[config.mk]
export PLATFORM = sky130hd
export DESIGN_NAME = keypad_pin_lock_with_lockout
export DESIGN_NICKNAME = d
export VERILOG_FILES = /design/src/rtl/core/kpl_pkg.sv /design/src/rtl/core/kpl_front.sv /design/src/rtl/core/kpl_queue.sv /design/src/rtl/core/kpl_back.sv /design/src/rtl/core/keypad_pin_lock_with_lockout.sv
export SDC_FILE = /design/constraint.sdc
export NUM_CORES = 2
export LEC_CHECK = 0
export BUFFER_PORTS_ARGS = -buffer_cell sky130_fd_sc_hd__buf_2
export CORE_MARGIN = 4
export CORE_UTILIZATION = 45
export DETAILED_ROUTE_END_ITERATION = 10
export GPL_ROUTABILITY_DRIVEN = 1
export PLACE_DENSITY = 0.66
export SETUP_SLACK_MARGIN = 0.4
export SYNTH_ARGS = -nofsm -noshare
export SYNTH_HDL_FRONTEND = slang
export SYNTH_HIERARCHICAL = 1
export SYNTH_SLANG_ARGS = --single-unit
[constraint.sdc]
create_clock -name clk -period 16.1 [get_ports clk]
set_input_delay 2.415 -clock clk [delete_from_list [all_inputs] [get_ports clk]]
set_output_delay 2.415 -clock clk [all_outputs]
set_load 0.02 [all_outputs]
[src/rtl/core/kpl_pkg.sv]
// ----------------------------------------------------------------------------
// kpl_pkg
// Shared types and constants for the keypad pin lock with lockout.
// ----------------------------------------------------------------------------
package kpl_pkg;

  localparam int PIN_DIGITS = 4;
  localparam int DIGIT_W    = 4;
  localparam int POS_W      = 3;
  localparam int ENTRY_W    = PIN_DIGITS * DIGIT_W;
  localparam int PIN_W      = 16;
  localparam int CMP_W      = (ENTRY_W > PIN_W) ? ENTRY_W : PIN_W;
  localparam int CNT_W      = $clog2(PIN_DIGITS + 1);
  localparam int DIG_IDX_W  = (PIN_DIGITS > 1) ? $clog2(PIN_DIGITS) : 1;
  localparam int TIME_W     = 32;
  localparam int FAIL_W     = 8;
  localparam int MAXF_W     = 4;
  localparam int SEC_W      = 23;
  localparam int CFG_IDX_W  = 3;
  localparam int CFG_DATA_W = 32;

  // button codes
  localparam logic [1:0] BTN_NONE   = 2'd0;
  localparam logic [1:0] BTN_UP     = 2'd1;
  localparam logic [1:0] BTN_DOWN   = 2'd2;
  localparam logic [1:0] BTN_SELECT = 2'd3;

  // configuration register indexes
  localparam logic [CFG_IDX_W-1:0] CFG_STORED_PIN      = 3'd0;
  localparam logic [CFG_IDX_W-1:0] CFG_PENDING_PIN     = 3'd1;
  localparam logic [CFG_IDX_W-1:0] CFG_COMPARE_PENDING = 3'd2;
  localparam logic [CFG_IDX_W-1:0] CFG_MAX_FAILURES    = 3'd3;
  localparam logic [CFG_IDX_W-1:0] CFG_INITIAL_LOCKOUT = 3'd4;
  localparam logic [CFG_IDX_W-1:0] CFG_LOCKOUT_STEP    = 3'd5;

  localparam logic [DIGIT_W-1:0] DIGIT_MAX      = 4'd9;
  localparam logic [FAIL_W-1:0]  FAIL_SAT       = 8'd255;
  localparam logic [MAXF_W-1:0]  MAXF_RESET     = 4'd3;
  localparam logic [TIME_W-1:0]  LOCKOUT_RESET  = 32'd30000;

  // x / 1000 for any 32-bit x: (x * ceil(2^38 / 1000)) >> 38
  localparam int RECIP_W  = 29;
  localparam int DIV_SH   = 38;
  localparam int PROD_W   = TIME_W + RECIP_W;
  localparam logic [RECIP_W-1:0] MS_RECIP = 29'd274877907;

  // word handed from the front end to the back end
  typedef struct packed {
    logic [DIGIT_W-1:0] digit;
    logic [POS_W-1:0]   pos;
    logic               done;
    logic [ENTRY_W-1:0] entry;
    logic [TIME_W-1:0]  now_ms;
  } kpl_word_t;

endpackage

[src/rtl/core/kpl_front.sv]
// ----------------------------------------------------------------------------
// kpl_front
// Accepts button words, steps the digit and cursor, packs completed entries.
// ----------------------------------------------------------------------------
module kpl_front import kpl_pkg::*; (
  input  logic              clk,
  input  logic              rst_n,
  input  logic              in_valid,
  output logic              in_stall,
  input  logic [1:0]        in_button,
  input  logic [TIME_W-1:0] in_now_ms,
  input  logic              q_full,
  output logic              push_valid,
  output kpl_word_t         push_word
);

  logic [DIGIT_W-1:0] digit_reg_r, digit_reg_nxt;
  logic [CNT_W-1:0]   digit_count_r, digit_count_nxt;
  logic [DIGIT_W-1:0] entered_r [PIN_DIGITS];
  logic               accept;
  logic               is_select;
  logic [CNT_W-1:0]   count_inc;
  logic               done;
  logic [DIGIT_W-1:0] shown_digit;
  logic [ENTRY_W-1:0] entry;

  assign in_stall  = q_full;
  assign accept    = in_valid & ~q_full;
  assign is_select = (in_button == BTN_SELECT);
  assign count_inc = digit_count_r + CNT_W'(1);
  assign done      = is_select && (count_inc == CNT_W'(PIN_DIGITS));

  always_comb begin
    shown_digit = digit_reg_r;
    case (in_button)
      BTN_UP:     shown_digit = (digit_reg_r == DIGIT_MAX) ? '0 : digit_reg_r + 4'd1;
      BTN_DOWN:   shown_digit = (digit_reg_r == '0) ? DIGIT_MAX : digit_reg_r - 4'd1;
      BTN_SELECT: shown_digit = digit_reg_r;
      BTN_NONE:   shown_digit = digit_reg_r;
      default:    shown_digit = digit_reg_r;
    endcase
  end

  // first digit in the top nibble, the last one is the digit being selected now
  always_comb begin
    entry = '0;
    for (int i = 0; i < PIN_DIGITS; i++) begin
      if (i == PIN_DIGITS - 1) begin
        entry[ENTRY_W-1-DIGIT_W*i -: DIGIT_W] = digit_reg_r;
      end else begin
        entry[ENTRY_W-1-DIGIT_W*i -: DIGIT_W] = entered_r[i];
      end
    end
  end

  always_comb begin
    digit_reg_nxt   = digit_reg_r;
    digit_count_nxt = digit_count_r;
    if (accept) begin
      digit_reg_nxt = shown_digit;
      if (is_select) begin
        digit_count_nxt = count_inc;
      end
      if (done) begin
        digit_reg_nxt   = '0;
        digit_count_nxt = '0;
      end
    end
  end

  always_ff @(posedge clk) begin
    if (!rst_n) begin
      digit_reg_r   <= '0;
      digit_count_r <= '0;
    end else begin
      digit_reg_r   <= digit_reg_nxt;
      digit_count_r <= digit_count_nxt;
    end
  end

  always_ff @(posedge clk) begin
    if (accept && is_select) begin
      entered_r[digit_count_r[DIG_IDX_W-1:0]] <= digit_reg_r;
    end
  end

  assign push_valid       = accept;
  assign push_word.digit  = shown_digit;
  assign push_word.pos    = is_select ? POS_W'(count_inc) : POS_W'(digit_count_r);
  assign push_word.done   = done;
  assign push_word.entry  = entry;
  assign push_word.now_ms = in_now_ms;

endmodule

[src/rtl/core/kpl_queue.sv]
// ----------------------------------------------------------------------------
// kpl_queue
// Short word queue between the front end and the back end.
// ----------------------------------------------------------------------------
module kpl_queue import kpl_pkg::*; (
  input  logic      clk,
  input  logic      rst_n,
  input  logic      push_valid,
  input  kpl_word_t push_word,
  output logic      full,
  output logic      pop_valid,
  input  logic      pop_ready,
  output kpl_word_t pop_word
);

  localparam int DEPTH = 4;
  localparam int PTR_W = $clog2(DEPTH);
  localparam int CNT_QW = $clog2(DEPTH + 1);

  kpl_word_t          mem_r [DEPTH];
  logic [PTR_W-1:0]   wr_ptr_r, rd_ptr_r;
  logic [CNT_QW-1:0]  count_r, count_nxt;
  logic               push, pop;

  assign full      = (count_r == CNT_QW'(DEPTH));
  assign pop_valid = (count_r != '0);
  assign push      = push_valid & ~full;
  assign pop       = pop_valid & pop_ready;
  assign pop_word  = mem_r[rd_ptr_r];

  always_comb begin
    count_nxt = count_r;
    case ({push, pop})
      2'b10:   count_nxt = count_r + CNT_QW'(1);
      2'b01:   count_nxt = count_r - CNT_QW'(1);
      default: count_nxt = count_r;
    endcase
  end

  always_ff @(posedge clk) begin
    if (!rst_n) begin
      wr_ptr_r <= '0;
      rd_ptr_r <= '0;
      count_r  <= '0;
    end else begin
      if (push) begin
        wr_ptr_r <= wr_ptr_r + PTR_W'(1);
      end
      if (pop) begin
        rd_ptr_r <= rd_ptr_r + PTR_W'(1);
      end
      count_r <= count_nxt;
    end
  end

  always_ff @(posedge clk) begin
    if (push) begin
      mem_r[wr_ptr_r] <= push_word;
    end
  end

endmodule

[src/rtl/core/kpl_back.sv]
// ----------------------------------------------------------------------------
// kpl_back
// Compares entries, keeps the failure count and lockout duration, drives results.
// ----------------------------------------------------------------------------
module kpl_back import kpl_pkg::*; (
  input  logic                  clk,
  input  logic                  rst_n,
  input  logic                  cfg_we,
  input  logic [CFG_IDX_W-1:0]  cfg_index,
  input  logic [CFG_DATA_W-1:0] cfg_wdata,
  input  logic                  q_valid,
  output logic                  q_pop,
  input  kpl_word_t             q_word,
  output logic                  out_valid,
  input  logic                  out_stall,
  output logic [DIGIT_W-1:0]    out_digit_value,
  output logic [POS_W-1:0]      out_digit_position,
  output logic                  out_entry_done,
  output logic                  out_pin_match,
  output logic [FAIL_W-1:0]     out_failed_attempts,
  output logic                  out_lockout_started,
  output logic [TIME_W-1:0]     out_lockout_until_ms,
  output logic [SEC_W-1:0]      out_lockout_seconds
);

  typedef struct packed {
    logic [DIGIT_W-1:0] digit;
    logic [POS_W-1:0]   pos;
    logic               done;
    logic               match;
    logic [FAIL_W-1:0]  failed;
    logic               started;
    logic [TIME_W-1:0]  until_ms;
    logic [TIME_W-1:0]  length;
  } kpl_res_t;

  // configuration
  logic [PIN_W-1:0]  stored_pin_r, pending_pin_r;
  logic              compare_pending_r;
  logic [MAXF_W-1:0] max_failures_r;
  logic [TIME_W-1:0] lockout_step_r;

  logic [FAIL_W-1:0] failure_count_r, failure_count_nxt;
  logic [TIME_W-1:0] lockout_length_r, lockout_length_nxt;

  kpl_res_t          s1_r, s1_nxt;
  logic              s1_valid_r;
  logic              s1_take, s2_load;
  logic              out_valid_r;

  logic [PIN_W-1:0]  ref_pin;
  logic              match;
  logic [FAIL_W-1:0] fail_inc;
  logic              lock;
  logic [TIME_W:0]   len_sum;
  logic [TIME_W-1:0] len_grown;
  logic [PROD_W-1:0] prod;

  assign s2_load = ~out_valid_r | ~out_stall;
  assign s1_take = ~s1_valid_r | s2_load;
  assign q_pop   = q_valid & s1_take;

  assign ref_pin   = compare_pending_r ? pending_pin_r : stored_pin_r;
  assign match     = (CMP_W'(q_word.entry) == CMP_W'(ref_pin));
  assign fail_inc  = (failure_count_r == FAIL_SAT) ? failure_count_r
                                                   : failure_count_r + 8'd1;
  assign lock      = (fail_inc >= FAIL_W'(max_failures_r));
  assign len_sum   = {1'b0, lockout_length_r} + {1'b0, lockout_step_r};
  assign len_grown = len_sum[TIME_W] ? '1 : len_sum[TIME_W-1:0];

  always_comb begin
    failure_count_nxt  = failure_count_r;
    lockout_length_nxt = lockout_length_r;
    s1_nxt.digit    = q_word.digit;
    s1_nxt.pos      = q_word.pos;
    s1_nxt.done     = q_word.done;
    s1_nxt.match    = 1'b0;
    s1_nxt.started  = 1'b0;
    s1_nxt.until_ms = '0;
    if (q_word.done) begin
      if (match) begin
        s1_nxt.match      = 1'b1;
        failure_count_nxt = '0;
      end else begin
        failure_count_nxt = fail_inc;
        if (lock) begin
          s1_nxt.started     = 1'b1;
          s1_nxt.until_ms    = q_word.now_ms + lockout_length_r;
          lockout_length_nxt = len_grown;
        end
      end
    end
    s1_nxt.failed = failure_count_nxt;
    s1_nxt.length = lockout_length_nxt;
  end

  always_ff @(posedge clk) begin
    if (!rst_n) begin
      stored_pin_r      <= '0;
      pending_pin_r     <= '0;
      compare_pending_r <= 1'b0;
      max_failures_r    <= MAXF_RESET;
      lockout_step_r    <= LOCKOUT_RESET;
      failure_count_r   <= '0;
      lockout_length_r  <= LOCKOUT_RESET;
    end else begin
      if (q_pop) begin
        failure_count_r  <= failure_count_nxt;
        lockout_length_r <= lockout_length_nxt;
      end
      if (cfg_we) begin
        case (cfg_index)
          CFG_STORED_PIN:      stored_pin_r      <= cfg_wdata[PIN_W-1:0];
          CFG_PENDING_PIN:     pending_pin_r     <= cfg_wdata[PIN_W-1:0];
          CFG_COMPARE_PENDING: compare_pending_r <= cfg_wdata[0];
          CFG_MAX_FAILURES:    max_failures_r    <= cfg_wdata[MAXF_W-1:0];
          // the initial duration only ever seeds the running duration
          CFG_INITIAL_LOCKOUT: lockout_length_r  <= cfg_wdata[TIME_W-1:0];
          CFG_LOCKOUT_STEP:    lockout_step_r    <= cfg_wdata[TIME_W-1:0];
          default: ;
        endcase
      end
    end
  end

  // stage one holds the decision, stage two the output word with the seconds
  always_ff @(posedge clk) begin
    if (!rst_n) begin
      s1_valid_r  <= 1'b0;
      out_valid_r <= 1'b0;
    end else begin
      if (s1_take) begin
        s1_valid_r <= q_valid;
      end
      if (s2_load) begin
        out_valid_r <= s1_valid_r;
      end
    end
  end

  always_ff @(posedge clk) begin
    if (q_pop) begin
      s1_r <= s1_nxt;
    end
  end

  assign prod = PROD_W'(s1_r.length) * PROD_W'(MS_RECIP);

  always_ff @(posedge clk) begin
    if (s2_load && s1_valid_r) begin
      out_digit_value      <= s1_r.digit;
      out_digit_position   <= s1_r.pos;
      out_entry_done       <= s1_r.done;
      out_pin_match        <= s1_r.match;
      out_failed_attempts  <= s1_r.failed;
      out_lockout_started  <= s1_r.started;
      out_lockout_until_ms <= s1_r.until_ms;
      out_lockout_seconds  <= prod[DIV_SH +: SEC_W];
    end
  end

  assign out_valid = out_valid_r;

  a_start_needs_miss: assert property (@(posedge clk) disable iff (!rst_n)
    (s1_valid_r && s1_r.started) |-> (s1_r.done && !s1_r.match))
    else $error("lockout started without a missed entry");

  a_match_clears: assert property (@(posedge clk) disable iff (!rst_n)
    (s1_valid_r && s1_r.match) |-> (s1_r.failed == '0))
    else $error("match left a nonzero failure count");

  a_no_until_idle: assert property (@(posedge clk) disable iff (!rst_n)
    (s1_valid_r && !s1_r.started) |-> (s1_r.until_ms == '0))
    else $error("lockout end time without a lockout");

  a_len_grows: assert property (@(posedge clk) disable iff (!rst_n)
    (q_pop && !cfg_we) |=> (lockout_length_r >= $past(lockout_length_r)))
    else $error("lockout duration shrank");

endmodule

[src/rtl/core/keypad_pin_lock_with_lockout.sv]
// ----------------------------------------------------------------------------
// keypad_pin_lock_with_lockout
// Button driven PIN entry with failure counting and growing lockout duration.
// ----------------------------------------------------------------------------
// path: an accepted button word is written into the queue, then registered in stage one, then in the output stage
// throughput: one word per cycle; the front end stalls only when its 4-word queue fills
// the seconds figure comes from a 32x29 reciprocal multiply in the last stage
// reset: synchronous active low, clears queue, pipeline, digit and failure state,
// loads configuration defaults and a 30000 ms lockout duration; no clearing pass
module keypad_pin_lock_with_lockout import kpl_pkg::*; (
  input  logic                  clk,
  input  logic                  rst_n,
  input  logic                  cfg_we,
  input  logic [CFG_IDX_W-1:0]  cfg_index,
  input  logic [CFG_DATA_W-1:0] cfg_wdata,
  input  logic                  in_valid,
  output logic                  in_stall,
  input  logic [1:0]            in_button,
  input  logic [TIME_W-1:0]     in_now_ms,
  output logic                  out_valid,
  input  logic                  out_stall,
  output logic [DIGIT_W-1:0]    out_digit_value,
  output logic [POS_W-1:0]      out_digit_position,
  output logic                  out_entry_done,
  output logic                  out_pin_match,
  output logic [FAIL_W-1:0]     out_failed_attempts,
  output logic                  out_lockout_started,
  output logic [TIME_W-1:0]     out_lockout_until_ms,
  output logic [SEC_W-1:0]      out_lockout_seconds
);

  logic      q_full;
  logic      push_valid;
  kpl_word_t push_word;
  logic      q_valid;
  logic      q_pop;
  kpl_word_t q_word;

  kpl_front u_front (
    .clk        (clk),
    .rst_n      (rst_n),
    .in_valid   (in_valid),
    .in_stall   (in_stall),
    .in_button  (in_button),
    .in_now_ms  (in_now_ms),
    .q_full     (q_full),
    .push_valid (push_valid),
    .push_word  (push_word)
  );

  kpl_queue u_queue (
    .clk        (clk),
    .rst_n      (rst_n),
    .push_valid (push_valid),
    .push_word  (push_word),
    .full       (q_full),
    .pop_valid  (q_valid),
    .pop_ready  (q_pop),
    .pop_word   (q_word)
  );

  kpl_back u_back (
    .clk                  (clk),
    .rst_n                (rst_n),
    .cfg_we               (cfg_we),
    .cfg_index            (cfg_index),
    .cfg_wdata            (cfg_wdata),
    .q_valid              (q_valid),
    .q_pop                (q_pop),
    .q_word               (q_word),
    .out_valid            (out_valid),
    .out_stall            (out_stall),
    .out_digit_value      (out_digit_value),
    .out_digit_position   (out_digit_position),
    .out_entry_done       (out_entry_done),
    .out_pin_match        (out_pin_match),
    .out_failed_attempts  (out_failed_attempts),
    .out_lockout_started  (out_lockout_started),
    .out_lockout_until_ms (out_lockout_until_ms),
    .out_lockout_seconds  (out_lockout_seconds)
  );

endmodule
# Word level (Yosys, flattened, before mapping)
# Memories as Yosys holds them, arrays and structs flattened. A register that Yosys moved wholly into a read port is not among the register bits.
# Index checks and enable logic that the tools add are counted.
# totals
register_bits	280
ramBits	240
input_bits	74
word_cells	113
n_memories	2
# op_classes
add_sub_neg	10
n_mul	1
magnitude_cmp	1
eq_ne	15
n_mux	26
n_bitwise	12
n_reduce_logical	16
# memory_table
memory	depth	width	read_ports	rd_ports_with_merged_regs	wr	line_no	rtl
u_queue.mem_r	4	56	1	1	1	kpl_queue.sv:20	kpl_word_t mem_r [DEPTH];
u_front.entered_r	4	4	3	0	1	kpl_front.sv:19	logic [DIGIT_W-1:0] entered_r [PIN_DIGITS];
# op_table
op	n
32-bit two-way mux	7
32-bit by 29-bit multiplier with 61-bit output, second input constant	1
32-bit by 32-bit adder with 33-bit output	1
33-bit two-way mux	1
32-bit adder	1
8-bit two-way mux	3
16-bit equality test	1
16-bit two-way mux	1
3-bit equality test, second input constant	4
4-bit two-way mux	3
4-bit case mux with 3 select lines	1
2-bit AND reduction	5
8-bit by 1-bit adder with 8-bit output, second input constant	1
8-bit equality test, second input constant	1
8-bit by 4-bit >= comparator with 1-bit output	1
3-bit by 1-bit adder with 3-bit output, second input constant	2
2-bit equality test, second input constant	3
3-bit by 2-bit equality test with 1-bit output, second input constant	2
3-bit two-way mux	2
1-bit inverter	6
3-bit case mux with 2 select lines	1
1-bit two-way mux	5
2-bit by 1-bit adder with 2-bit output, second input constant	2
4-bit by 1-bit adder with 4-bit output, second input constant	1
16 further kinds	25

# Logic depth before layout (Yosys ltp)
# logic_depth
depth_word	9
mapped_depth	25
mapped_depth_nobuf	25

# By module
# Netlist, hierarchy kept.
# by_module_without_submodules
module	n_inst	cells_per_inst	area_each_um2	seq_area_each_um2
kpl_back	1	2646	27084.7	6876.6
kpl_queue	1	344	8605.8	6906.6
kpl_front	1	135	1316.3	500.5

# Least setup slack after synthesis
# No wires, ideal clock.
# synth_path
path_kind	in2reg
start	input port out_stall
end	register u_back.out_digit_position[0] (enable)
arrival_time_ns	7.728
t_required_ns	15.485
path_slack_ns	7.757
path_stages	1
n_path_buf	0
path_cell_list	a21boi_0
# synth_between
elab_chain_len	3
# synth_rtl
item	line_no	rtl
from (decl)	keypad_pin_lock_with_lockout.sv:21	input logic out_stall,
1-bit inverter	kpl_back.sv:59	assign s2_load = ~out_valid_r | ~out_stall;
1-bit bitwise OR	kpl_back.sv:59	
1-bit logical AND	kpl_back.sv:150	if (s2_load && s1_valid_r) begin
to (signal assigned)	kpl_back.sv:152	out_digit_position <= s1_r.pos;
to (decl)	kpl_back.sv:17	output logic [POS_W-1:0] out_digit_position,
# No other way between the ends.
# A chain may end at the register's enable or synchronous reset.

# Worst setup path in the final report
# layout_path
start	register u_back/s1_r[8] (netlist bit)
end	register u_back.out_lockout_seconds[21] (data pin)
# layout_between
elab_chain_len	1
# layout_rtl
item	line_no	rtl
from (decl)	kpl_back.sv:46	kpl_res_t s1_r, s1_nxt;
from (signal assigned)	kpl_back.sv:143	s1_r <= s1_nxt;
32-bit by 29-bit multiplier with 61-bit output	kpl_back.sv:147	assign prod = PROD_W'(s1_r.length) * PROD_W'(MS_RECIP);
named net u_back.prod[59]	kpl_back.sv:57	logic [PROD_W-1:0] prod;
to (signal assigned)	kpl_back.sv:158	out_lockout_seconds <= prod[DIV_SH +: SEC_W];
to (decl)	kpl_back.sv:23	output logic [SEC_W-1:0] out_lockout_seconds
# The timed path passes the listed nets, and every way through them passes these cells.

==> flow_metrics.env <==
export IMPL_status="finished clean"
export IMPL_final_max_slew_viol_count=0
export IMPL_fmax_mhz=124
export IMPL_crit_buf_inv=6
export IMPL_ctsHoldBuffers=0
export IMPL_vias=23200
export IMPL_critPathRequiredTime_ns=16.58
export IMPL_crit_fanout=11
export IMPL_max_slew_margin_rel_pct=26.9
export IMPL_drt_total_wl_um=87300
export IMPL_final_fill_count=7178
export IMPL_cts_sinks=518
export IMPL_fin_crit_sh_pct=50.0
export IMPL_ys_ff_latch=518
export IMPL_clk_pin_slew_worst_paths_ns=0.06
export IMPL_antenna_found_initial=11
export IMPL_io_pins=149
export IMPL_fin_nets=4091
export IMPL_async_flop_share_pct=0
export IMPL_htreeDepth=2
export IMPL_final_common_cell="inv_1"
export IMPL_hp_class="reg -> reg"
export IMPL_critical_path_top_delay_family="adder cells"
export IMPL_crit_top_cell="fa_1"
export IMPL_synth_main_ff_cell="edfxtp_1"
export IMPL_ys_types=85
export IMPL_post_cts_buffers=0
export IMPL_cts_buffers=57
export IMPL_ys_seq_area_share_pct=38.6
export IMPL_synthCells=3125
export IMPL_io_buffers=148
export IMPL_drive_above_1_share_pct=10.7
export IMPL_fin_hold_ws_ns=0.406
export IMPL_synth_fp_nets=3969
export IMPL_grt_setup_unrepaired="no"
export IMPL_worstSetupEndpointType="register"
export IMPL_core_area_um2=81100
export IMPL_drv_cap=0
export IMPL_crit_type="reg -> reg"
export IMPL_fin_setup_tns_ns=0
export IMPL_clk_latency_ns=0.65
export IMPL_grt_overflow_total=0
export IMPL_die_width_um=295
export IMPL_vias_per_cell=5.33
export IMPL_setup_viol=0
export IMPL_area_delta_synth_final_pct=9.70
export IMPL_cts_resized=0
export IMPL_die_area_um2=86900
export IMPL_grt_max_degree=93
export IMPL_most_common_layout_cells="inv_1 (568), ha_1 (469), edfxtp_1 (391)"
export IMPL_place_gp_congestion=0.891
export IMPL_synth_warning_count=6
export IMPL_synth_edff_count=391
export IMPL_start_util_pct=45.6
export IMPL_start_kind="register"
export IMPL_hold_viol_final=0
export IMPL_grt_pass1_wl_um=137000
export IMPL_cpPeakStageDelay_ns=0.84
export IMPL_clockBufferDepth=3
export IMPL_grt_pass1_vias=23600
export IMPL_cp_arrival_ns=8.52
export IMPL_wl_per_cell_um=20.0
export IMPL_grtUsageTotal_pct=20.4
export IMPL_fin_skew_ns=0.0856
export IMPL_die_h_um=295
export IMPL_hpwlAfterDp_um=66800
export IMPL_cts_tree="yes"
export IMPL_first_pass_iters=5
export IMPL_route_detailed_drc=0
export IMPL_worst_slew_pin_slew_ns=1.10
export IMPL_cts_root_buffer="clkbuf_16"
export IMPL_synth_avg_cell_area_um2=11.8
export IMPL_num_rows=104
export IMPL_fin_crit_ns=8.04
export IMPL_slowest_stage="a2111oi_0"
export IMPL_final_antenna_net_count=0
export IMPL_drtIter0Drc=1562
export IMPL_synth_area_um2=37000
worst register-to-register path, cell delays in order (launching register included):
cell and delay [ns]:
edfxtp_1 0.76, ha_1 0.39, fa_1 0.40, fa_1 0.55, inv_1 0.05, fa_1 0.50, inv_1 0.05, fa_1 0.49
inv_1 0.05, fa_1 0.47, inv_1 0.05, fa_1 0.53, inv_1 0.05, fa_1 0.49, inv_1 0.04, ha_1 0.29
a21oi_1 0.06, o21ai_0 0.17, nand4_1 0.12, a31oi_1 0.22, o2111ai_1 0.35, a21oi_1 0.40, o311ai_2 0.22, a2111oi_0 0.84
o21ai_0 0.21, a31oi_1 0.19
metrics by stage:
stage	util (%)	worst slack [ns]	cell area, um2	instances
2_1_floorplan	-	7.76	37000	3125
3_3_place_gp	47.6	8.16	38600	4248
3_5_place_dp	47.6	8.05	38600	4248
4_1_cts	50.1	8.00	40600	4356
5_1_grt	50.1	7.57	40600	4356
6_report	50.1	8.06	40600	4364
cells by family (layout without fill, tap and decap cells):
family | Yosys count | count (layout) | synth area share, %
DFF | 518 | 518 | 38.6
AOI/OAI and AO/OA | 452 | 452 | 8.59
xor gates and xnor gates | 101 | 101 | 2.39
adders and majority gates | 770 | 770 | 32.1
muxes | 80 | 80 | 4.06
buffers and inverters | 676 | 847 | 7.58
other | 0 | 8 | 0
and+or+nand+nor | 528 | 528 | 6.65
cells in the mapped netlist, types with 4 or more instances:
| master | number | area [um2] |
|---|---|---|
| inv_1 | 568 | 2130 |
| ha_1 | 469 | 5870 |
| edfxtp_1 | 391 | 11700 |
| fa_1 | 301 | 6030 |
| nand2_1 | 216 | 811 |
| dfxtp_1 | 127 | 2540 |
| nor2_1 | 118 | 443 |
| a21oi_1 | 96 | 480 |
| xnor2_1 | 75 | 657 |
| a21boi_0 | 72 | 541 |
| mux4_2 | 56 | 1260 |
| o21ai_0 | 52 | 260 |
| a21o_1 | 50 | 375 |
| nand3_1 | 49 | 245 |
| clkbuf_1 | 47 | 176 |
| buf_4 | 41 | 308 |
| o22a_1 | 30 | 263 |
| xor2_1 | 26 | 228 |
| and3_1 | 25 | 156 |
| o221ai_1 | 25 | 219 |
| mux2i_1 | 24 | 240 |
| nor3_1 | 23 | 115 |
| nor2b_1 | 18 | 113 |
| o21bai_1 | 18 | 135 |
| nand2b_1 | 15 | 93.8 |
| and2_1 | 14 | 87.6 |
| nand4_1 | 13 | 81.3 |
| o21a_1 | 13 | 97.6 |
| a31oi_1 | 12 | 75.1 |
| a211oi_1 | 8 | 60.1 |
| buf_2 | 8 | 40.0 |
| or3_1 | 8 | 50.1 |
| o211ai_1 | 7 | 52.6 |
| buf_6 | 5 | 56.3 |
| o31ai_1 | 5 | 37.5 |
| a2111oi_0 | 4 | 35.0 |
| a221oi_1 | 4 | 35.0 |
| buf_12 | 4 | 80.1 |
| nor4_1 | 4 | 25.0 |
| o21ai_1 | 4 | 20.0 |
| o221a_2 | 4 | 45.0 |
| o31a_1 | 4 | 35.0 |
cell type report:
cell class	count	area, um2	area share [%]
inverters	571	2150	5.29
diodes	8	20.0	0.0493
clock inverters	38	427	1.05
flip-flops and latches	518	14300	35.2
repair buffers	168	893	2.20
well taps	1060	1330	3.27
multi-input cells	1931	19900	49.1
clock buffers	70	1550	3.81
per-layer routing:
metal | vias to the layer above | wire (um) | global-route usage (%) | part of all wire [%]
li1 | 11000 | - | - | -
met1 | 11600 | 38700 | 28.5 | 44
met2 | 568 | 41300 | 33.3 | 47
met3 | 113 | 5240 | 3.49 | 6.0
met4 | 6 | 2060 | 4.99 | 2.4
met5 | - | 28 | 0 | 0.032
path summary, 6_finish.rpt:
| path | startpoint | end | slack, ns | cells after the start |
|---|---|---|---|---|
| setup / recovery | u_back/s1_r[8] | u_back/out_lockout_seconds[21] | 8.06 | 25 |
| hold reg to reg | u_back/s1_r[44] | u_back/out_lockout_until_ms[12] | 0.41 | 0 |
| hold / removal | u_back/s1_r[44] | u_back/out_lockout_until_ms[12] | 0.41 | 0 |
| setup reg to reg | u_back/s1_r[8] | u_back/out_lockout_seconds[21] | 8.06 | 25 |
registers in the layout, summed over array words and instances (netlist names), 4 cells and up, named ones only:
signal and flops:
u_queue/mem_r 224, u_back/lockout_length_r 32, u_back/failure_count_r 8, u_back/lockout_step_r 32, u_back/out_lockout_until_ms 32, u_back/pending_pin_r 16, u_back/out_digit_value 4, u_front/entered_r 12
u_front/digit_reg_r 4, u_back/s1_r 82, u_back/stored_pin_r 16, u_back/out_failed_attempts 8, u_back/max_failures_r 4, u_back/out_lockout_seconds 23
Power is not shown: default switching activity piles up to over one toggle a cycle in this logic, so the estimate is an artifact.
